--- config.mk ---
export PLATFORM = sky130hd
export DESIGN_NAME = bmp_rgb24_stream_parser_flat
export DESIGN_NICKNAME = d
export VERILOG_FILES = /design/src/hw/rtl/bmp_pkg.sv /design/src/hw/rtl/bmp_channel_if.sv /design/src/hw/rtl/bmp_rgb24_stream_parser.sv /design/src/hw/rtl/bmp_in_reg.sv /design/src/hw/rtl/bmp_core.sv /design/src/hw/rtl/bmp_out_reg.sv /design/src/flat_wrapper.sv
export SDC_FILE = /design/constraint.sdc
export NUM_CORES = 1
export LEC_CHECK = 0
export ABC_AREA = 1
export BUFFER_PORTS_ARGS = -buffer_cell sky130_fd_sc_hd__buf_4
export CORE_MARGIN = 2
export CORE_UTILIZATION = 50
export DETAILED_ROUTE_END_ITERATION = 7
export PLACE_DENSITY = 0.65
export SYNTH_ARGS = -nofsm -noshare
export SYNTH_HDL_FRONTEND = slang
export SYNTH_HIERARCHICAL = 1
export SYNTH_SLANG_ARGS = --single-unit
--- constraint.sdc ---
create_clock -name clock -period 9.31 [get_ports clock]
set_input_delay 0.931 -clock clock [delete_from_list [all_inputs] [get_ports clock]]
set_output_delay 0.931 -clock clock [all_outputs]
set_load 0.02 [all_outputs]
--- src/hw/rtl/bmp_pkg.sv ---
package bmp_pkg;

   localparam int COORD_BITS_DEF = 12;

   localparam logic [5:0] HEADER_LAST = 6'd53;
   localparam logic [5:0] WIDTH_OFS   = 6'd18;
   localparam logic [5:0] WIDTH_LAST  = 6'd21;
   localparam logic [5:0] HEIGHT_OFS  = 6'd22;
   localparam logic [5:0] HEIGHT_LAST = 6'd25;
   localparam logic [5:0] BPP_LO_OFS  = 6'd28;
   localparam logic [5:0] BPP_HI_OFS  = 6'd29;

   localparam logic [15:0] BPP_RGB24 = 16'd24;

   localparam logic [1:0] BYTE_BLUE  = 2'd0;
   localparam logic [1:0] BYTE_GREEN = 2'd1;
   localparam logic [1:0] BYTE_RED   = 2'd2;

   typedef enum logic [1:0] {
      STATUS_PIXEL     = 2'd0,
      STATUS_BAD_DEPTH = 2'd1,
      STATUS_TOO_LARGE = 2'd2
   } status_type;

   typedef enum logic [2:0] {
      PH_HEADER = 3'b001,
      PH_PIXELS = 3'b010,
      PH_DONE   = 3'b100
   } phase_type;

   typedef struct packed {
      status_type status;
      logic [7:0] red;
      logic [7:0] green;
      logic [7:0] blue;
      logic       last_pixel;
   } rsp_head_type;

endpackage

--- src/hw/rtl/bmp_channel_if.sv ---
interface bmp_req_if;
   logic       valid;
   logic       ready;
   logic [7:0] data_byte;
   logic       file_start;

   modport source (output valid, output data_byte, output file_start, input ready);
   modport sink (input valid, input data_byte, input file_start, output ready);
endinterface

interface bmp_rsp_if #(
   parameter int COORD_BITS = bmp_pkg::COORD_BITS_DEF
);
   logic                   valid;
   logic                   ready;
   bmp_pkg::status_type    status;
   logic [7:0]             red;
   logic [7:0]             green;
   logic [7:0]             blue;
   logic [COORD_BITS-1:0]  row;
   logic [COORD_BITS-1:0]  column;
   logic                   last_pixel;

   modport source (output valid, output status, output red, output green, output blue,
                   output row, output column, output last_pixel, input ready);
   modport sink (input valid, input status, input red, input green, input blue,
                 input row, input column, input last_pixel, output ready);
endinterface

--- src/hw/rtl/bmp_rgb24_stream_parser.sv ---
// Throughput: one input word per cycle, limited by nothing but output backpressure.
// Every word passes an input register, one step of the header and pixel counters,
// and the result register; words that produce no result only advance the counters.
// Reset is synchronous and clears all control state; parsing then starts at
// header byte 0, as it does after any word flagged as the start of a file.
module bmp_rgb24_stream_parser #(
   parameter int COORD_BITS = bmp_pkg::COORD_BITS_DEF
) (
   input  logic      clock,
   input  logic      reset,
   bmp_req_if.sink   req_bus,
   bmp_rsp_if.source rsp_bus
);
   import bmp_pkg::*;

   logic                  in_valid;
   logic [7:0]            in_byte;
   logic                  in_start;
   logic                  can_take;
   logic                  step;
   logic                  hit;
   rsp_head_type          head;
   logic [COORD_BITS-1:0] row;
   logic [COORD_BITS-1:0] column;

   assign step = in_valid && can_take;

   bmp_in_reg u_in_reg (
      .clock      (clock),
      .reset      (reset),
      .take       (step),
      .req_bus    (req_bus),
      .valid      (in_valid),
      .data_byte  (in_byte),
      .file_start (in_start)
   );

   bmp_core #(
      .COORD_BITS (COORD_BITS)
   ) u_core (
      .clock      (clock),
      .reset      (reset),
      .step       (step),
      .data_byte  (in_byte),
      .file_start (in_start),
      .hit        (hit),
      .head       (head),
      .row        (row),
      .column     (column)
   );

   bmp_out_reg #(
      .COORD_BITS (COORD_BITS)
   ) u_out_reg (
      .clock    (clock),
      .reset    (reset),
      .load     (step && hit),
      .head     (head),
      .row      (row),
      .column   (column),
      .can_take (can_take),
      .rsp_bus  (rsp_bus)
   );

endmodule

--- src/hw/rtl/bmp_in_reg.sv ---
module bmp_in_reg (
   input  logic        clock,
   input  logic        reset,
   input  logic        take,
   bmp_req_if.sink     req_bus,
   output logic        valid,
   output logic [7:0]  data_byte,
   output logic        file_start
);
   import bmp_pkg::*;

   logic       valid_ff;
   logic       valid_in;
   logic [7:0] byte_ff;
   logic       start_ff;
   logic       load;

   assign req_bus.ready = !valid_ff || take;
   assign load          = req_bus.valid && req_bus.ready;

   always_comb begin
      valid_in = valid_ff;
      if (load) begin
         valid_in = 1'b1;
      end else if (take) begin
         valid_in = 1'b0;
      end
   end

   always_ff @(posedge clock) begin
      if (reset) begin
         valid_ff <= 1'b0;
      end else begin
         valid_ff <= valid_in;
      end
   end

   always_ff @(posedge clock) begin
      if (load) begin
         byte_ff  <= req_bus.data_byte;
         start_ff <= req_bus.file_start;
      end
   end

   assign valid      = valid_ff;
   assign data_byte  = byte_ff;
   assign file_start = start_ff;

endmodule

--- src/hw/rtl/bmp_core.sv ---
module bmp_core #(
   parameter int COORD_BITS = bmp_pkg::COORD_BITS_DEF
) (
   input  logic                   clock,
   input  logic                   reset,
   input  logic                   step,
   input  logic [7:0]             data_byte,
   input  logic                   file_start,
   output logic                   hit,
   output bmp_pkg::rsp_head_type  head,
   output logic [COORD_BITS-1:0]  row,
   output logic [COORD_BITS-1:0]  column
);
   import bmp_pkg::*;

   localparam logic [31:0] COORD_MASK = 32'((64'd1 << COORD_BITS) - 64'd1);

   phase_type             phase_ff, phase_in, cur_phase;
   logic [5:0]            pos_ff, pos_in, cur_pos;
   logic [COORD_BITS-1:0] width_ff, width_in, cur_width;
   logic [COORD_BITS-1:0] height_ff, height_in, cur_height;
   logic [15:0]           bpp_ff, bpp_in, cur_bpp;
   logic                  ovf_ff, ovf_in, cur_ovf;
   logic [1:0]            bip_ff, bip_in, cur_bip;
   logic [7:0]            blue_ff, blue_in;
   logic [7:0]            green_ff, green_in;
   logic [COORD_BITS-1:0] col_ff, col_in, cur_col;
   logic [COORD_BITS-1:0] row_ff, row_in, cur_row;
   logic [1:0]            pad_ff, pad_in, cur_pad;

   logic                  in_width, in_height;
   logic [5:0]            field_ofs;
   logic [31:0]           shifted;
   logic                  shift_over;
   logic [COORD_BITS:0]   col_plus, row_plus;
   logic                  last_col, last_all;

   // A new file restarts from the reset state before the byte is used.
   always_comb begin
      if (file_start) begin
         cur_phase  = PH_HEADER;
         cur_pos    = '0;
         cur_width  = '0;
         cur_height = '0;
         cur_bpp    = '0;
         cur_ovf    = 1'b0;
         cur_bip    = '0;
         cur_col    = '0;
         cur_row    = '0;
         cur_pad    = '0;
      end else begin
         cur_phase  = phase_ff;
         cur_pos    = pos_ff;
         cur_width  = width_ff;
         cur_height = height_ff;
         cur_bpp    = bpp_ff;
         cur_ovf    = ovf_ff;
         cur_bip    = bip_ff;
         cur_col    = col_ff;
         cur_row    = row_ff;
         cur_pad    = pad_ff;
      end
   end

   assign in_width   = cur_pos inside {[WIDTH_OFS:WIDTH_LAST]};
   assign in_height  = cur_pos inside {[HEIGHT_OFS:HEIGHT_LAST]};
   assign field_ofs  = in_width ? (cur_pos - WIDTH_OFS) : (cur_pos - HEIGHT_OFS);
   assign shifted    = 32'(data_byte) << {field_ofs[1:0], 3'b000};
   assign shift_over = |(shifted & ~COORD_MASK);

   assign col_plus = {1'b0, cur_col} + 1'b1;
   assign row_plus = {1'b0, cur_row} + 1'b1;
   assign last_col = col_plus >= {1'b0, cur_width};
   assign last_all = last_col && (row_plus >= {1'b0, cur_height});

   always_comb begin
      phase_in  = cur_phase;
      pos_in    = cur_pos;
      width_in  = cur_width;
      height_in = cur_height;
      bpp_in    = cur_bpp;
      ovf_in    = cur_ovf;
      bip_in    = cur_bip;
      blue_in   = blue_ff;
      green_in  = green_ff;
      col_in    = cur_col;
      row_in    = cur_row;
      pad_in    = cur_pad;
      hit       = 1'b0;
      head      = '0;
      row       = '0;
      column    = '0;

      case (cur_phase)
         PH_HEADER: begin
            if (in_width) begin
               width_in = cur_width | shifted[COORD_BITS-1:0];
               ovf_in   = cur_ovf | shift_over;
            end else if (in_height) begin
               height_in = cur_height | shifted[COORD_BITS-1:0];
               ovf_in    = cur_ovf | shift_over;
            end else if (cur_pos == BPP_LO_OFS) begin
               bpp_in = {cur_bpp[15:8], data_byte};
            end else if (cur_pos == BPP_HI_OFS) begin
               bpp_in = {data_byte, cur_bpp[7:0]};
            end

            if (cur_pos != HEADER_LAST) begin
               pos_in = cur_pos + 1'b1;
            end else if (bpp_in != BPP_RGB24) begin
               phase_in    = PH_DONE;
               hit         = 1'b1;
               head.status = STATUS_BAD_DEPTH;
            end else if (ovf_in) begin
               phase_in    = PH_DONE;
               hit         = 1'b1;
               head.status = STATUS_TOO_LARGE;
            end else begin
               phase_in = (width_in == '0 || height_in == '0) ? PH_DONE : PH_PIXELS;
               bip_in   = '0;
               col_in   = '0;
               row_in   = '0;
               pad_in   = '0;
            end
         end
         PH_PIXELS: begin
            if (cur_pad != '0) begin
               pad_in = cur_pad - 1'b1;
            end else if (cur_bip == BYTE_BLUE) begin
               blue_in = data_byte;
               bip_in  = BYTE_GREEN;
            end else if (cur_bip == BYTE_GREEN) begin
               green_in = data_byte;
               bip_in   = BYTE_RED;
            end else begin
               hit             = 1'b1;
               head.status     = STATUS_PIXEL;
               head.red        = data_byte;
               head.green      = green_ff;
               head.blue       = blue_ff;
               head.last_pixel = last_all;
               row             = cur_row;
               column          = cur_col;
               bip_in          = BYTE_BLUE;
               if (last_all) begin
                  phase_in = PH_DONE;
               end else if (last_col) begin
                  col_in = '0;
                  row_in = row_plus[COORD_BITS-1:0];
                  pad_in = cur_width[1:0];
               end else begin
                  col_in = col_plus[COORD_BITS-1:0];
               end
            end
         end
         default: begin
            phase_in = cur_phase;
         end
      endcase
   end

   always_ff @(posedge clock) begin
      if (reset) begin
         phase_ff  <= PH_HEADER;
         pos_ff    <= '0;
         width_ff  <= '0;
         height_ff <= '0;
         bpp_ff    <= '0;
         ovf_ff    <= 1'b0;
         bip_ff    <= '0;
         col_ff    <= '0;
         row_ff    <= '0;
         pad_ff    <= '0;
      end else if (step) begin
         phase_ff  <= phase_in;
         pos_ff    <= pos_in;
         width_ff  <= width_in;
         height_ff <= height_in;
         bpp_ff    <= bpp_in;
         ovf_ff    <= ovf_in;
         bip_ff    <= bip_in;
         col_ff    <= col_in;
         row_ff    <= row_in;
         pad_ff    <= pad_in;
      end
   end

   always_ff @(posedge clock) begin
      if (step) begin
         blue_ff  <= blue_in;
         green_ff <= green_in;
      end
   end

endmodule

--- src/hw/rtl/bmp_out_reg.sv ---
module bmp_out_reg #(
   parameter int COORD_BITS = bmp_pkg::COORD_BITS_DEF
) (
   input  logic                   clock,
   input  logic                   reset,
   input  logic                   load,
   input  bmp_pkg::rsp_head_type  head,
   input  logic [COORD_BITS-1:0]  row,
   input  logic [COORD_BITS-1:0]  column,
   output logic                   can_take,
   bmp_rsp_if.source              rsp_bus
);
   import bmp_pkg::*;

   logic                  valid_ff;
   logic                  valid_in;
   rsp_head_type          head_ff;
   logic [COORD_BITS-1:0] row_ff;
   logic [COORD_BITS-1:0] col_ff;

   assign can_take = !valid_ff || rsp_bus.ready;

   always_comb begin
      valid_in = valid_ff;
      if (load) begin
         valid_in = 1'b1;
      end else if (rsp_bus.ready) begin
         valid_in = 1'b0;
      end
   end

   always_ff @(posedge clock) begin
      if (reset) begin
         valid_ff <= 1'b0;
      end else begin
         valid_ff <= valid_in;
      end
   end

   always_ff @(posedge clock) begin
      if (load) begin
         head_ff <= head;
         row_ff  <= row;
         col_ff  <= column;
      end
   end

   assign rsp_bus.valid      = valid_ff;
   assign rsp_bus.status     = head_ff.status;
   assign rsp_bus.red        = head_ff.red;
   assign rsp_bus.green      = head_ff.green;
   assign rsp_bus.blue       = head_ff.blue;
   assign rsp_bus.row        = row_ff;
   assign rsp_bus.column     = col_ff;
   assign rsp_bus.last_pixel = head_ff.last_pixel;

endmodule

--- src/flat_wrapper.sv ---
// flat-port wrapper written by rule: the top's interface ports become plain ports
module bmp_rgb24_stream_parser_flat import bmp_pkg::*;
#(
   parameter int COORD_BITS = bmp_pkg::COORD_BITS_DEF
)
  (clock, reset, req_bus_valid, req_bus_data_byte, req_bus_file_start, req_bus_ready, rsp_bus_valid, rsp_bus_status, rsp_bus_red, rsp_bus_green, rsp_bus_blue, rsp_bus_row, rsp_bus_column, rsp_bus_last_pixel, rsp_bus_ready);
  bmp_req_if req_bus_i ();
  bmp_rsp_if #(.COORD_BITS(COORD_BITS)) rsp_bus_i ();
  input  logic clock;
  input  logic reset;
  input wire logic [$bits(req_bus_i.valid)-1:0] req_bus_valid;
  input wire logic [$bits(req_bus_i.data_byte)-1:0] req_bus_data_byte;
  input wire logic [$bits(req_bus_i.file_start)-1:0] req_bus_file_start;
  output wire logic [$bits(req_bus_i.ready)-1:0] req_bus_ready;
  output wire logic [$bits(rsp_bus_i.valid)-1:0] rsp_bus_valid;
  output wire logic [$bits(rsp_bus_i.status)-1:0] rsp_bus_status;
  output wire logic [$bits(rsp_bus_i.red)-1:0] rsp_bus_red;
  output wire logic [$bits(rsp_bus_i.green)-1:0] rsp_bus_green;
  output wire logic [$bits(rsp_bus_i.blue)-1:0] rsp_bus_blue;
  output wire logic [$bits(rsp_bus_i.row)-1:0] rsp_bus_row;
  output wire logic [$bits(rsp_bus_i.column)-1:0] rsp_bus_column;
  output wire logic [$bits(rsp_bus_i.last_pixel)-1:0] rsp_bus_last_pixel;
  input wire logic [$bits(rsp_bus_i.ready)-1:0] rsp_bus_ready;
  assign req_bus_i.valid = req_bus_valid;
  assign req_bus_i.data_byte = req_bus_data_byte;
  assign req_bus_i.file_start = req_bus_file_start;
  assign req_bus_ready = req_bus_i.ready;
  assign rsp_bus_valid = rsp_bus_i.valid;
  assign rsp_bus_status = rsp_bus_i.status;
  assign rsp_bus_red = rsp_bus_i.red;
  assign rsp_bus_green = rsp_bus_i.green;
  assign rsp_bus_blue = rsp_bus_i.blue;
  assign rsp_bus_row = rsp_bus_i.row;
  assign rsp_bus_column = rsp_bus_i.column;
  assign rsp_bus_last_pixel = rsp_bus_i.last_pixel;
  assign rsp_bus_i.ready = rsp_bus_ready;
  bmp_rgb24_stream_parser #(.COORD_BITS(COORD_BITS)) u_core (.clock(clock), .reset(reset), .req_bus(req_bus_i), .rsp_bus(rsp_bus_i));
endmodule
* Word level (Yosys, flattened, before mapping)
Index checks and enable logic that the tools add are counted.
** Word-level totals
- Output and inout port bits :: 53
- Bits of input ports :: 13
- Logic and storage cells :: 158
- Register bits :: 156
** Operators by class
- Bitwise logic cells :: 6
- Add/subtract/negate cells :: 6
- Equal/unequal tests :: 7
- Multiplexer cells :: 88
- Magnitude comparators :: 6
- Shift operators :: 1
- Reductions and logical operators :: 21
** Operators by type and width (count)
- 12-bit two-way mux :: 27
- 16-bit two-way mux :: 7
- 12-bit case mux with 2 select lines :: 2
- 2-bit two-way mux :: 20
- 8-bit by 5-bit << shifter with 32-bit output :: 1
- 3-bit two-way mux :: 9
- 12-bit by 1-bit adder with 13-bit output, second input constant :: 2
- 13-bit by 12-bit >= comparator with 1-bit output :: 2
- 12-bit logical NOT :: 2
- 12-bit OR :: 2
- 20-bit OR reduction :: 1
- 6-bit two-way mux :: 3
- 16-bit by 5-bit != test with 1-bit output, second input constant :: 1
- 1-bit two-way mux :: 15
- 6-bit by 5-bit == test with 1-bit output, second input constant :: 2
- 6-bit by 5-bit >= comparator with 1-bit output, second input constant :: 2
- 6-bit by 5-bit <= comparator with 1-bit output, second input constant :: 2
- 2-bit case mux with 2 select lines :: 3
- 6-bit by 1-bit adder with 6-bit output, second input constant :: 1
- 1-bit logical AND :: 6
- 6-bit != test, second input constant :: 1
- 3-bit case mux with 2 select lines :: 1
- 2-bit nonzero test :: 3
- 5-bit AND reduction :: 1
- 13 further kinds :: 19

* Logic depth before layout (Yosys ltp)
Gate-level depths: netlist (run 1).
- Depth in word-level cells :: 16
- Mapped depth :: 29

* Hierarchy
Netlist (run 1), hierarchy kept.
** By module, submodules not included
- bmp_core :: seq. area each 2042.0 sq um, area an instance 6740.2 sq um, times used 1, cells each 1063
- bmp_out_reg :: seq. area each 1551.5 sq um, area an instance 1574.0 sq um, times used 1, cells each 56
- bmp_in_reg :: seq. area each 290.3 sq um, area an instance 317.8 sq um, times used 1, cells each 15
- bmp_rgb24_stream_parser :: seq. area each 0.0 sq um, area an instance 17.5 sq um, times used 1, cells each 4

* Worst setup path before layout (run 1)
OpenSTA, ideal clock, no wires.
- Path kind :: register -> register
- Start :: register u_core.u_in_reg.start_ff (netlist: u_core/u_in_reg/file_start)
- End :: register u_core.u_out_reg.head_ff (netlist bit u_core/u_out_reg/rsp_bus.blue[0]), enable pin
- Cell stages (with the launch flop) :: 18
- Arrival time :: 3.835 ns
- Library setup time :: 0.420 ns
- Slack :: 5.055 ns
- Data required time :: 8.890 ns
- Path through :: edfxtp_1 > buf_6 > buf_6 > buf_2 > nor2_1 > inv_1 > ha_1 > nor2_2 > nand3_1 > nand2_1 > nor2_1 > nand2_1 > nor2_1 > nand2_2 > inv_1 > o211ai_1 > inv_1 > nor2_2
** On the way
- Word-level cells in the longest chain between the ends :: 15
- Elaborated cells between the ends (all ways) :: 43
- Those cells by class :: add/sub (2); order compare (4); eq/ne (7); shift (1); mux (22); bitwise (1); reduce/logical (6)
** RTL lines
- start: declaration :: RTL line bmp_in_reg.sv:15 : logic start_ff;
- start signal: assignment :: RTL line bmp_in_reg.sv:41 : start_ff <= req_bus.file_start;
- 6-bit two-way mux :: RTL line bmp_core.sv:40 : if (file_start) begin
- 6-bit by 5-bit >= comparator with 1-bit output or 6-bit by 5-bit <= comparator with 1-bit output (tied branches) :: RTL line bmp_core.sv:65 : assign in_width = cur_pos inside {[WIDTH_OFS:WIDTH_LAST]};
- 1-bit logical AND :: RTL line bmp_core.sv:65
- 2-bit two-way mux :: RTL line bmp_core.sv:67 : assign field_ofs = in_width ? (cur_pos - WIDTH_OFS) : (cur_pos - HEIGHT_OFS);
- 8-bit by 5-bit << shifter with 32-bit output :: RTL line bmp_core.sv:68 : assign shifted = 32'(data_byte) << {field_ofs[1:0], 3'b000};
- 20-bit OR reduction :: RTL line bmp_core.sv:69 : assign shift_over = |(shifted & ~COORD_MASK);
- 1-bit OR :: RTL line bmp_core.sv:98, bmp_core.sv:101
- 1-bit two-way mux :: RTL line bmp_core.sv:99 : end else if (in_height) begin
- 1-bit two-way mux :: RTL line bmp_core.sv:96 : if (in_width) begin
- 1-bit two-way mux :: RTL line bmp_core.sv:94 : case (cur_phase)
- 1-bit two-way mux :: RTL line bmp_core.sv:114 : end else if (ovf_in) begin
- 1-bit two-way mux :: RTL line bmp_core.sv:110 : end else if (bpp_in != BPP_RGB24) begin
- 1-bit two-way mux :: RTL line bmp_core.sv:108 : if (cur_pos != HEADER_LAST) begin
- 1-bit case mux with 2 select lines * :: RTL line bmp_core.sv:94
- net u_core.hit :: RTL line bmp_rgb24_stream_parser.sv:21 : logic hit;
- 1-bit logical AND * :: RTL line bmp_rgb24_stream_parser.sv:57 : .load (step && hit),
- end signal: assignment :: RTL line bmp_out_reg.sv:42 : head_ff <= head;
- end: declaration :: RTL line bmp_out_reg.sv:17 : rsp_head_type head_ff;
The timed path passes the listed nets; every way through them passes the cells marked *. The select of a mux whose other input is x is not followed.
A chain may end at the register's enable or synchronous reset.

* Worst setup path in the final report (run 1)
- Start :: register u_core.u_in_reg.start_ff (netlist: u_core/u_in_reg/file_start)
- End :: register u_core.u_out_reg.row_ff[10] (netlist: u_core/u_out_reg/rsp_bus.row[10]), enable pin
** On the way
- Word-level cells in the longest chain between the ends :: 15
- Elaborated cells between the ends (all ways) :: 43
- Those cells by class :: add/sub (2); order compare (4); eq/ne (7); shift (1); mux (22); bitwise (1); reduce/logical (6)
** RTL lines
- 6-bit two-way mux :: RTL line bmp_core.sv:40
- 6-bit by 5-bit >= comparator with 1-bit output or 6-bit by 5-bit <= comparator with 1-bit output (tied branches) :: RTL line bmp_core.sv:65
- 1-bit logical AND :: RTL line bmp_core.sv:65
- 2-bit two-way mux :: RTL line bmp_core.sv:67
- 8-bit by 5-bit << shifter with 32-bit output :: RTL line bmp_core.sv:68
- 20-bit OR reduction :: RTL line bmp_core.sv:69
- 1-bit OR :: RTL line bmp_core.sv:98, bmp_core.sv:101
- 1-bit two-way mux :: RTL line bmp_core.sv:99
- 1-bit two-way mux :: RTL line bmp_core.sv:96
- 1-bit two-way mux :: RTL line bmp_core.sv:94
- 1-bit two-way mux :: RTL line bmp_core.sv:114
- 1-bit two-way mux :: RTL line bmp_core.sv:110
- 1-bit two-way mux :: RTL line bmp_core.sv:108
- 1-bit case mux with 2 select lines * :: RTL line bmp_core.sv:94
- net u_core.hit :: RTL line bmp_rgb24_stream_parser.sv:21
- 1-bit logical AND * :: RTL line bmp_rgb24_stream_parser.sv:57
- end signal: assignment :: RTL line bmp_out_reg.sv:43 : row_ff <= row;
- end: declaration :: RTL line bmp_out_reg.sv:18 : logic [COORD_BITS-1:0] row_ff;
Marks and branches as above.

==> results.py, run 1 <==
metrics = {
    "detailed_routing": {
        "drt-initial-drc-count": 522,
        "wl_mm": 21.4,
        "num_vias": 7524,
        "vias_per_cell": 5.30,
        "antenna_left": 0,
        "dr.pass1.iters": 5,
        "routedWlPerCell_um": 15.1,
        "drc": 0,
    },
    "grt": {
        "grt_pass1_vias": 6837,
        "grt_max_degree": 73,
        "gr-usage-all-layers_pct": 23.9,
        "grt_pass1_wl_mm": 34.4,
        "grt_overflow": 0,
        "antenna_found_initial": 0,
    },
    "logic_synthesis": {
        "synth_top_family_by_area": "simple AND/OR/NAND/NOR gates",
        "post_synth_xor_area_fraction_pct": 1.92,
        "synth.cell_area_mm2": 0.00865,
        "async_reset_ff_share_pct": 0,
        "synth-edff-count": 76,
        "synth_ff_type": "dfxtp_1",
        "synth_seq_cells": 156,
        "synthAdderAreaFrac_pct": 4.48,
        "syn_inst": 1138,
        "synthMuxAreaShare_pct": 0,
        "yosysSeqAreaShare_pct": 44.9,
        "synth_compound_area_share_pct": 10.7,
        "synth-simple-area-share_pct": 28.8,
        "synthDistinctLibCells": 40,
        "synth_nets": 1182,
        "avgSynthCellArea_um2": 7.60,
        "yosysWarnings": 6,
    },
    "sta": {
        "finalCriticalPeriod_ns": 4.38,
        "clock_skew_ns": 0.0143,
        "post-route-period-util_pct": 47.0,
        "worst-slew-pin-transition_ns": 1.27,
        "fmax_ghz": 0.228,
        "rsz0062_at_grt": "false",
        "finalSetupViolCount": 0,
        "maxSlewHeadroom_pct": 14.5,
        "tns_ns": 0,
        "drv_slew": 0,
        "hold_viol_final": 0,
        "fin_ws_ns": 4.93,
    },
    "power_and_ir_drop": {
        "ir_worst_vdd_mv": 0.132,
        "p_switching_mw": 0.410,
        "p_clk_share_pct": 44.8,
        "p_seq_share_pct": 48.2,
        "p_per_area_mw_per_mm2": 154,
        "swShare_pct": 26.9,
        "leakage_nw": 4.21,
        "power.internal_mw": 1.11,
        "comb_power_share_pct": 7.0,
    },
    "cts": {
        "cts_buffers": 17,
        "cts_tree": "built",
        "clock_path_buffers": 2,
        "ctsResizeCount": 0,
        "cts_hold_buf": 0,
        "cts_sinks": 156,
        "clkSlewWorstSetupHoldPaths_ns": 0.07,
        "post-cts-setup-buffer-count": 0,
        "clk_latency_ns": 0.43,
        "cts-root-buf": "clkbuf_16",
        "h-tree-depth": 4,
    },
    "die": {
        "initial_utilization_pct": 50.5,
        "die_w_um": 136,
        "row_count": 48,
        "core_area_mm2": 0.0171,
        "die_y_um": 136,
        "io_pins": 66,
        "die_area_mm2": 0.0184,
    },
    "setup_path": {
        "worst_r2r_endpoint": "u_core/u_out_reg/rsp_bus.row[10]",
        "r2r_cells": 15,
        "crit_path_max_fanout": 52,
        "ff2ff_setup_slack_ns": 4.93,
        "arrival_ns": 4.44,
        "cp-end-kind": "flop",
        "crit_path_start": "u_core/u_in_reg/file_start",
        "critical_path_class": "reg2reg",
        "crit_required_ns": 9.37,
        "crit_end": "u_core/u_out_reg/rsp_bus.row[10]",
        "cp-start-kind": "flop",
        "rr_startpoint": "u_core/u_in_reg/file_start",
    },
    "cells_and_area": {
        "layout-drive-gt1-share_pct": 12.1,
        "num-nets-final": 1225,
        "nFillCells": 1623,
        "diodes": 0,
        "syn2layout_area_growth_pct": 13.9,
    },
    "hold_path": {
        "hold_class": "reg2reg",
    },
    "placement": {
        "place.port_buffers": 65,
        "gp_congestion": 0.888,
        "hpwlAfterDp_mm": 14.9,
        "dpl_worst_slack_ns": 5.05,
    },
    "status": {
        "status": "completed",
    },
    "run": {
        "cap_viol_max_count": 0,
    },
}
## layer usage
| metal | vias up | track usage (%) | share of wire (%) |
|---|---|---|---|
| li1 | 3808 | - | - |
| met5 | - | 0 | 0 |
| met2 | 217 | 38.7 | 47 |
| met4 | 0 | 7.87 | 1.6 |
| met3 | 29 | 3.82 | 5.2 |
| met1 | 3470 | 32.8 | 46 |
## synthesized netlist by cell type, drive strengths merged (16+ instances only)
cell type  count  area (µm²)
a21oi        113         573
buf           16        87.6
clkbuf        30         113
dfxtp         80        1600
edfxtp        76        2280
ha            31         388
inv          157         592
nand2        270        1060
nand3         72         390
nand4         35         219
nor2         151         631
nor3          22         141
o21ai         37         196
## metrics by stage
step	cell area [µm²]	util (%)	hold slack, ns	std cells	power [mW]
3_5_place_dp	9260	54.1	0.456	1387	0.854
4_1_cts	9860	57.6	0.467	1419	1.53
5_1_grt	9860	57.6	0.481	1419	1.57
3_3_place_gp	9260	54.1	0.454	1387	0.853
2_1_floorplan	8650	-	0.445	1138	0.825
6_report	9860	57.6	0.464	1419	1.52
## worst max-delay path: stages (launching register included)
cell,delay (ns)
edfxtp_1,0.36
buf_4,0.34
inv_4,0.49
o21ai_0,0.19
nand2_1,0.10
nand2_1,0.05
nand2_1,0.46
nand3_1,0.66
nand2_1,0.22
nand2_1,0.10
inv_1,0.08
nand2_1,0.07
o211ai_1,0.09
inv_1,0.09
nor2_4,0.09
buf_4,0.51
## cell usage in the layout, fill, tap and decap left out, types with 3 or more instances in the layout
| cell | netlist | routed |
|---|---|---|
| a21oi_1 | 111 | 111 |
| a31oi_1 | 3 | 3 |
| buf_4 | 0 | 70 |
| clkbuf_16 | 0 | 17 |
| clkinv_8 | 0 | 3 |
| dfxtp_1 | 80 | 80 |
| edfxtp_1 | 76 | 76 |
| ha_1 | 31 | 31 |
| inv_1 | 151 | 151 |
| inv_2 | 5 | 5 |
| inv_8 | 0 | 6 |
| nand2_1 | 260 | 259 |
| nand2_2 | 5 | 6 |
| nand2_4 | 5 | 5 |
| nand3_1 | 69 | 69 |
| nand4_1 | 35 | 35 |
| nor2_1 | 139 | 139 |
| nor2_2 | 7 | 6 |
| nor2_4 | 4 | 5 |
| nor3_1 | 17 | 17 |
| nor3_2 | 4 | 4 |
| nor4_1 | 4 | 4 |
| o211ai_1 | 14 | 14 |
| o21ai_0 | 34 | 34 |
| xnor2_1 | 4 | 4 |
| xor2_1 | 15 | 15 |
## final cells by class
cell class	instances	area (µm²)	area share [%]
Timing Repair Buffer	70	526	5.33
Clock inverter	15	166	1.69
Multi-Input combinational cell	778	3980	40.4
Clock buffer	17	425	4.32
Inverter	158	596	6.04
Tap cell	225	282	2.86
Sequential cell	156	3880	39.4
## worst min path at each step
stage | from | end | slack [ns] | cells past startpoint
3_5_place_dp | u_core/u_core/height_ff[2] | u_core/u_core/height_ff[2] | 0.46 | 2
4_1_cts | u_core/u_core/width_ff[0] | u_core/u_core/width_ff[0] | 0.47 | 2
3_3_place_gp | u_core/u_core/bpp_ff[3] | u_core/u_core/bpp_ff[3] | 0.45 | 2
2_1_floorplan | u_core/u_core/height_ff[0] | u_core/u_core/height_ff[0] | 0.45 | 2
6_report | u_core/u_core/width_ff[0] | u_core/u_core/width_ff[0] | 0.46 | 2
5_1_grt | u_core/u_core/width_ff[5] | u_core/u_core/width_ff[5] | 0.48 | 2
## flip-flops by register name (all words and copies together) (netlist names), 12 cells and up
name / flops
u_core/u_core/height_ff: 12
u_core/u_core/col_ff: 12
u_core/u_core/width_ff: 12
u_core/u_core/bpp_ff: 16
u_core/u_core/row_ff: 12
u_core/u_out_reg/rsp_bus.column: 12
u_core/u_out_reg/rsp_bus.row: 12
## power groups by stage
stage	Clock, mW	Sequential, mW	Combinational, mW
2_1_floorplan	0	0.746	0.0786
3_3_place_gp	0	0.749	0.104
3_5_place_dp	0	0.749	0.105
4_1_cts	0.696	0.734	0.105
5_1_grt	0.720	0.735	0.117
6_report	0.682	0.734	0.106
## cell families after synthesis
family,after synthesis
buf+inv,204
compound gates,171
flops,156
simple gates,557
xor+xnor,19
fa+ha+maj,31
No activity file was read; power rests on OpenSTA's default activity.
==> inputs of run 2 (changes only) <==
- clock period: 9.31 -> 4.3 ns (I/O delays scaled with it)
==> run 2 against run 1 <==
Net effect: cell count up 1.1%; utilization up 0.80 points; wire length up 1.1%; maximum frequency up 15%; worst hold slack worse by 0.29 ns; count of clock-buffer cells in the layout unchanged; total power up 120%; non-clock buffer count up 16; sequential share of layout area down 0.54 points; global-route usage up 0.75 points; sequential cell count unchanged; largest cell class unchanged.
==> results.py, run 2 (synthesized netlist as in run 1, its figures left out) <==
metrics = {
    "cts": {
        "ctsResizeCount": 0,
        "cts-root-buf": "clkbuf_16",
        "cts_sinks": 156,
        "clock_path_buffers": 2,
        "cts_buffers": 17,
        "clk_latency_ns": 0.43,
        "h-tree-depth": 4,
        "clkSlewWorstSetupHoldPaths_ns": 0.07,
        "cts_hold_buf": 0,
        "cts_tree": "built",
        "post-cts-setup-buffer-count": 0,
    },
    "setup_path": {
        "crit_path_max_fanout": 36,
        "critPathMostFrequentCell": "nand3_1",
        "crit_required_ns": 4.58,
        "cp-start-kind": "flop",
        "critPathTopFamily": "simple AND/OR/NAND/NOR gates",
        "cp-end-kind": "flop",
        "critical_path_class": "reg2reg",
        "slowest_delay_ns": 0.44,
        "arrival_ns": 4.08,
        "cp_slowest_cell": "edfxtp_1",
        "worstPathCellList": "buf_12 > nor2_1 > inv_1 > nor3_2 > nand3_1 > nor3_1 > nand3_1 > nor3_1 > xnor2_1 > ha_1 > inv_1 > nor2_1 > nor2_1 > a21boi_2 > nand3_1 > nand2_1 > nand3_4 > nand3_1 > a21oi_1",
        "crit_buf_inv": 3,
    },
    "die": {
        "die_w_um": 136,
        "io_pins": 66,
        "die_area_mm2": 0.0184,
        "initial_utilization_pct": 50.5,
        "die_y_um": 136,
        "row_count": 48,
        "core_area_mm2": 0.0171,
    },
    "placement": {
        "dpl_worst_slack_ns": 0.554,
        "hpwlAfterDp_mm": 15.3,
        "gp_congestion": 0.912,
        "place.port_buffers": 65,
    },
    "grt": {
        "grt_pass1_wl_mm": 35.3,
        "grt_overflow": 0,
        "grt_pass1_vias": 6907,
        "antenna_found_initial": 0,
        "use_met1_pct": 34.3,
        "met2_usage_pct": 38.6,
        "grt_busiest_layer": "met2",
        "met3_usage_pct": 4.12,
        "grt_max_degree": 73,
        "gr-usage-all-layers_pct": 24.6,
    },
    "cells_and_area": {
        "syn2layout_area_growth_pct": 15.5,
        "diodes": 0,
        "num-nets-final": 1241,
        "largest_reg_flops": 16,
        "layout-drive-gt1-share_pct": 13.1,
        "final_common_cell": "nand2_1",
        "fin_util_pct": 58.4,
        "mostFrequentLayoutCells": "nand2_1 (260), inv_1 (151), nor2_1 (139)",
        "regMostFlops": "u_core/u_core/bpp_ff",
    },
    "detailed_routing": {
        "num_vias": 7562,
        "antenna_left": 0,
        "drt-initial-drc-count": 590,
        "wl_mm": 21.6,
        "dr.pass1.iters": 5,
        "vias_per_cell": 5.27,
        "drc": 0,
        "routedWlPerCell_um": 15.1,
    },
    "power_and_ir_drop": {
        "p_seq_share_pct": 48.1,
        "power.internal_mw": 2.42,
        "p_total_mw": 3.31,
        "swShare_pct": 27.0,
        "leakage_nw": 4.30,
        "p_clk_share_pct": 44.7,
        "comb_power_share_pct": 7.2,
        "ir_worst_vdd_mv": 0.256,
        "p_per_area_mw_per_mm2": 331,
        "p_switching_mw": 0.894,
    },
    "status": {
        "status": "completed",
    },
    "sta": {
        "finalSetupViolCount": 0,
        "worst-slew-pin-transition_ns": 0.981,
        "fin_ws_ns": 0.500,
        "rsz0062_at_grt": "false",
        "tns_ns": 0,
        "clock_skew_ns": 0.0108,
        "fmax_ghz": 0.263,
        "post-route-period-util_pct": 88.4,
        "maxSlewHeadroom_pct": 34.6,
        "hold_viol_final": 0,
        "drv_slew": 0,
        "holdWs_ns": 0.173,
        "finalCriticalPeriod_ns": 3.80,
    },
    "run": {
        "cap_viol_max_count": 0,
    },
    "hold_path": {
        "hold_class": "in2reg",
    },
}
-- run 2: worst reg2reg max path: stages (launching register included) --
cell	delay [ns]
edfxtp_1	0.44
buf_12	0.22
nor2_1	0.26
inv_1	0.11
nor3_2	0.19
nand3_1	0.14
nor3_1	0.26
nand3_1	0.16
nor3_1	0.20
xnor2_1	0.22
ha_1	0.30
inv_1	0.06
nor2_1	0.04
nor2_1	0.12
a21boi_2	0.28
nand3_1	0.20
nand2_1	0.14
nand3_4	0.15
nand3_1	0.13
a21oi_1	0.06
-- run 2: power groups by stage --
stage | clock [mW] | sequential (mW) | combinational (mW)
floorplan | 0 | 1.62 | 0.170
global placement | 0 | 1.62 | 0.236
detailed placement | 0 | 1.62 | 0.237
CTS | 1.51 | 1.59 | 0.238
global route | 1.57 | 1.59 | 0.266
finish | 1.48 | 1.59 | 0.240
-- run 2: per-layer routing --
metal  routed length [µm]  vias to the layer above
met3                  966                       33
li1                     -                     3846
met5                    0                        -
met1                10300                     3495
met4                  430                        0
met2                 9950                      188
-- run 2: path summary, 6_finish.rpt --
path,startpoint,endpoint,slack (ns),cells after the start
setup / recovery,u_core/u_in_reg/file_start,u_core/u_core/row_ff[6],0.50,19
hold / removal,req_bus_data_byte[6],u_core/u_in_reg/data_byte[6],0.17,1
setup reg to reg,u_core/u_in_reg/file_start,u_core/u_core/row_ff[6],0.50,19
hold reg to reg,u_core/u_core/width_ff[0],u_core/u_core/width_ff[0],0.46,2
-- run 2: stage by stage --
stage                     std cells  area [µm²]
after floorplan                1138        8650
after global placement         1403        9410
after detailed placement       1403        9410
after CTS                      1435        9990
after global routing           1435        9990
final                          1435        9990
-- run 2: cell type report --
class	instances	area, µm²
Clock buffer	17	425
Clock inverter	15	161
Fill cell	1577	7120
Inverter	158	596
Multi-Input combinational cell	778	3980
Sequential cell	156	3880
Tap cell	225	282
Timing Repair Buffer	86	671
==> inputs of run 3 (changes only) <==
- REMOVE_ABC_BUFFERS: unset -> 1
==> run 3 against run 2 <==
Net effect: die area did not move; sequential cell count unchanged; total power up 2.2%; clock skew shrank 0.0022 ns; critical endpoint unchanged; largest power group unchanged.
==> results.py, run 3 (synthesized netlist as in run 1, its figures left out) <==
metrics = {
    "sta": {
        "clock_skew_ns": 0.00860,
        "fin_ws_ns": 0.474,
        "maxSlewHeadroom_pct": 39.5,
        "finalCriticalPeriod_ns": 3.83,
        "rsz0062_at_grt": "false",
        "finalSetupViolCount": 0,
        "drv_slew": 0,
        "hold_viol_final": 0,
        "fmax_ghz": 0.261,
        "worst-slew-pin-transition_ns": 0.907,
        "post-route-period-util_pct": 89.0,
        "tns_ns": 0,
    },
    "cts": {
        "h-tree-depth": 4,
        "cts_buffers": 17,
        "clk_latency_ns": 0.43,
        "clkSlewWorstSetupHoldPaths_ns": 0.07,
        "ctsResizeCount": 0,
        "cts_sinks": 156,
        "cts-root-buf": "clkbuf_16",
        "clock_path_buffers": 2,
        "cts_tree": "built",
        "cts_hold_buf": 0,
        "post-cts-setup-buffer-count": 0,
    },
    "detailed_routing": {
        "drc": 0,
        "drt-initial-drc-count": 614,
        "dr.pass1.iters": 5,
        "vias_per_cell": 5.32,
        "wl_mm": 21.6,
        "antenna_left": 0,
        "num_vias": 7649,
        "routedWlPerCell_um": 15.0,
    },
    "placement": {
        "place.port_buffers": 65,
        "dpl_worst_slack_ns": 0.546,
        "gp_congestion": 0.946,
        "hpwlAfterDp_mm": 15.3,
    },
    "grt": {
        "grt_pass1_wl_mm": 35.4,
        "antenna_found_initial": 0,
        "grt_overflow": 0,
        "met3_usage_pct": 4.08,
        "use_met1_pct": 34.7,
        "met2_usage_pct": 39.4,
        "gr-usage-all-layers_pct": 24.7,
        "grt_busiest_layer": "met2",
        "grt_max_degree": 73,
        "grt_pass1_vias": 6890,
    },
    "power_and_ir_drop": {
        "p_seq_share_pct": 47.0,
        "power.internal_mw": 2.48,
        "p_clk_share_pct": 45.8,
        "ir_worst_vdd_mv": 0.296,
        "comb_power_share_pct": 7.2,
        "swShare_pct": 26.8,
        "p_switching_mw": 0.905,
        "leakage_nw": 4.33,
        "p_per_area_mw_per_mm2": 336,
    },
    "die": {
        "die_y_um": 136,
        "initial_utilization_pct": 50.5,
        "io_pins": 66,
        "die_area_mm2": 0.0184,
        "core_area_mm2": 0.0171,
        "row_count": 48,
        "die_w_um": 136,
    },
    "setup_path": {
        "ff2ff_setup_slack_ns": 0.47,
        "arrival_ns": 4.10,
        "cp-start-kind": "flop",
        "cp-end-kind": "flop",
        "critical_path_class": "reg2reg",
        "crit_path_max_fanout": 34,
        "crit_required_ns": 4.58,
    },
    "cells_and_area": {
        "final_common_cell": "nand2_1",
        "regMostFlops": "u_core/u_core/bpp_ff",
        "fin_util_pct": 58.8,
        "mostFrequentLayoutCells": "nand2_1 (260), inv_1 (150), nor2_1 (139)",
        "diodes": 0,
        "syn2layout_area_growth_pct": 16.3,
        "num-nets-final": 1244,
        "layout-drive-gt1-share_pct": 13.4,
        "largest_reg_flops": 16,
    },
    "run": {
        "cap_viol_max_count": 0,
    },
    "status": {
        "status": "completed",
    },
    "hold_path": {
        "hold_class": "in2reg",
    },
}
run 3: cell types whose count changed in the layout (fill, tap and decap cells not counted), sizes merged:
cell      change
inv           -3
buf           +3
clkinvlp      -1
clkinv        +3
bufinv        +1
run 3: per-stage QoR:
stage                     cells  instance area (µm²)  hold slack (ns)  power [mW]
after floorplan            1092                 8450            0.439        1.76
after global placement     1406                 9440            0.454        1.86
after detailed placement   1406                 9440            0.456        1.86
after CTS                  1438                10100            0.156        3.41
after global routing       1438                10100            0.155        3.50
final                      1438                10100            0.170        3.38
run 3: area by class of cell:
type | count | area (µm²)
Clock inverter | 15 | 191
Multi-Input combinational cell | 778 | 3980
Inverter | 158 | 596
Timing Repair Buffer | 89 | 706
Clock buffer | 17 | 425
Tap cell | 225 | 282
Sequential cell | 156 | 3880
Fill cell | 1601 | 7060
run 3: worst paths after layout:
kind / start / endpoint / depth (start not counted)
setup / recovery: u_core/u_in_reg/file_start / u_core/u_core/row_ff[6] / 19
setup reg to reg: u_core/u_in_reg/file_start / u_core/u_core/row_ff[6] / 19
hold reg to reg: u_core/u_core/width_ff[4] / u_core/u_core/width_ff[4] / 2
hold / removal: req_bus_data_byte[2] / u_core/u_in_reg/data_byte[2] / 1
run 3: power by group through the flow:
stage	sequential [mW]	clock [mW]	combinational [mW]
finish	1.59	1.55	0.244
global route	1.59	1.64	0.271
CTS	1.59	1.58	0.242
detailed placement	1.62	0	0.240
global placement	1.62	0	0.239
floorplan	1.62	0	0.144
run 3: critical path: stages, from the launching register on:
cell and delay, ns:
edfxtp_1 0.48, buf_12 0.22, nor2_1 0.23, inv_1 0.10, nor3_2 0.17, nand3_1 0.13, nor3_1 0.29, nand3_1 0.19
nor3_1 0.21, xnor2_1 0.19, ha_1 0.29, inv_1 0.06, nor2_1 0.04, nor2_1 0.12, a21boi_2 0.28, nand3_1 0.16
nand2_1 0.13, nand3_4 0.15, nand3_1 0.14, a21oi_1 0.08
run 3: metal layers:
| layer | part of all wire, % | vias up |
|---|---|---|
| met5 | 0 | - |
| met4 | 1.5 | 0 |
| met3 | 5.6 | 25 |
| met2 | 47 | 220 |
| met1 | 46 | 3545 |
| li1 | - | 3859 |
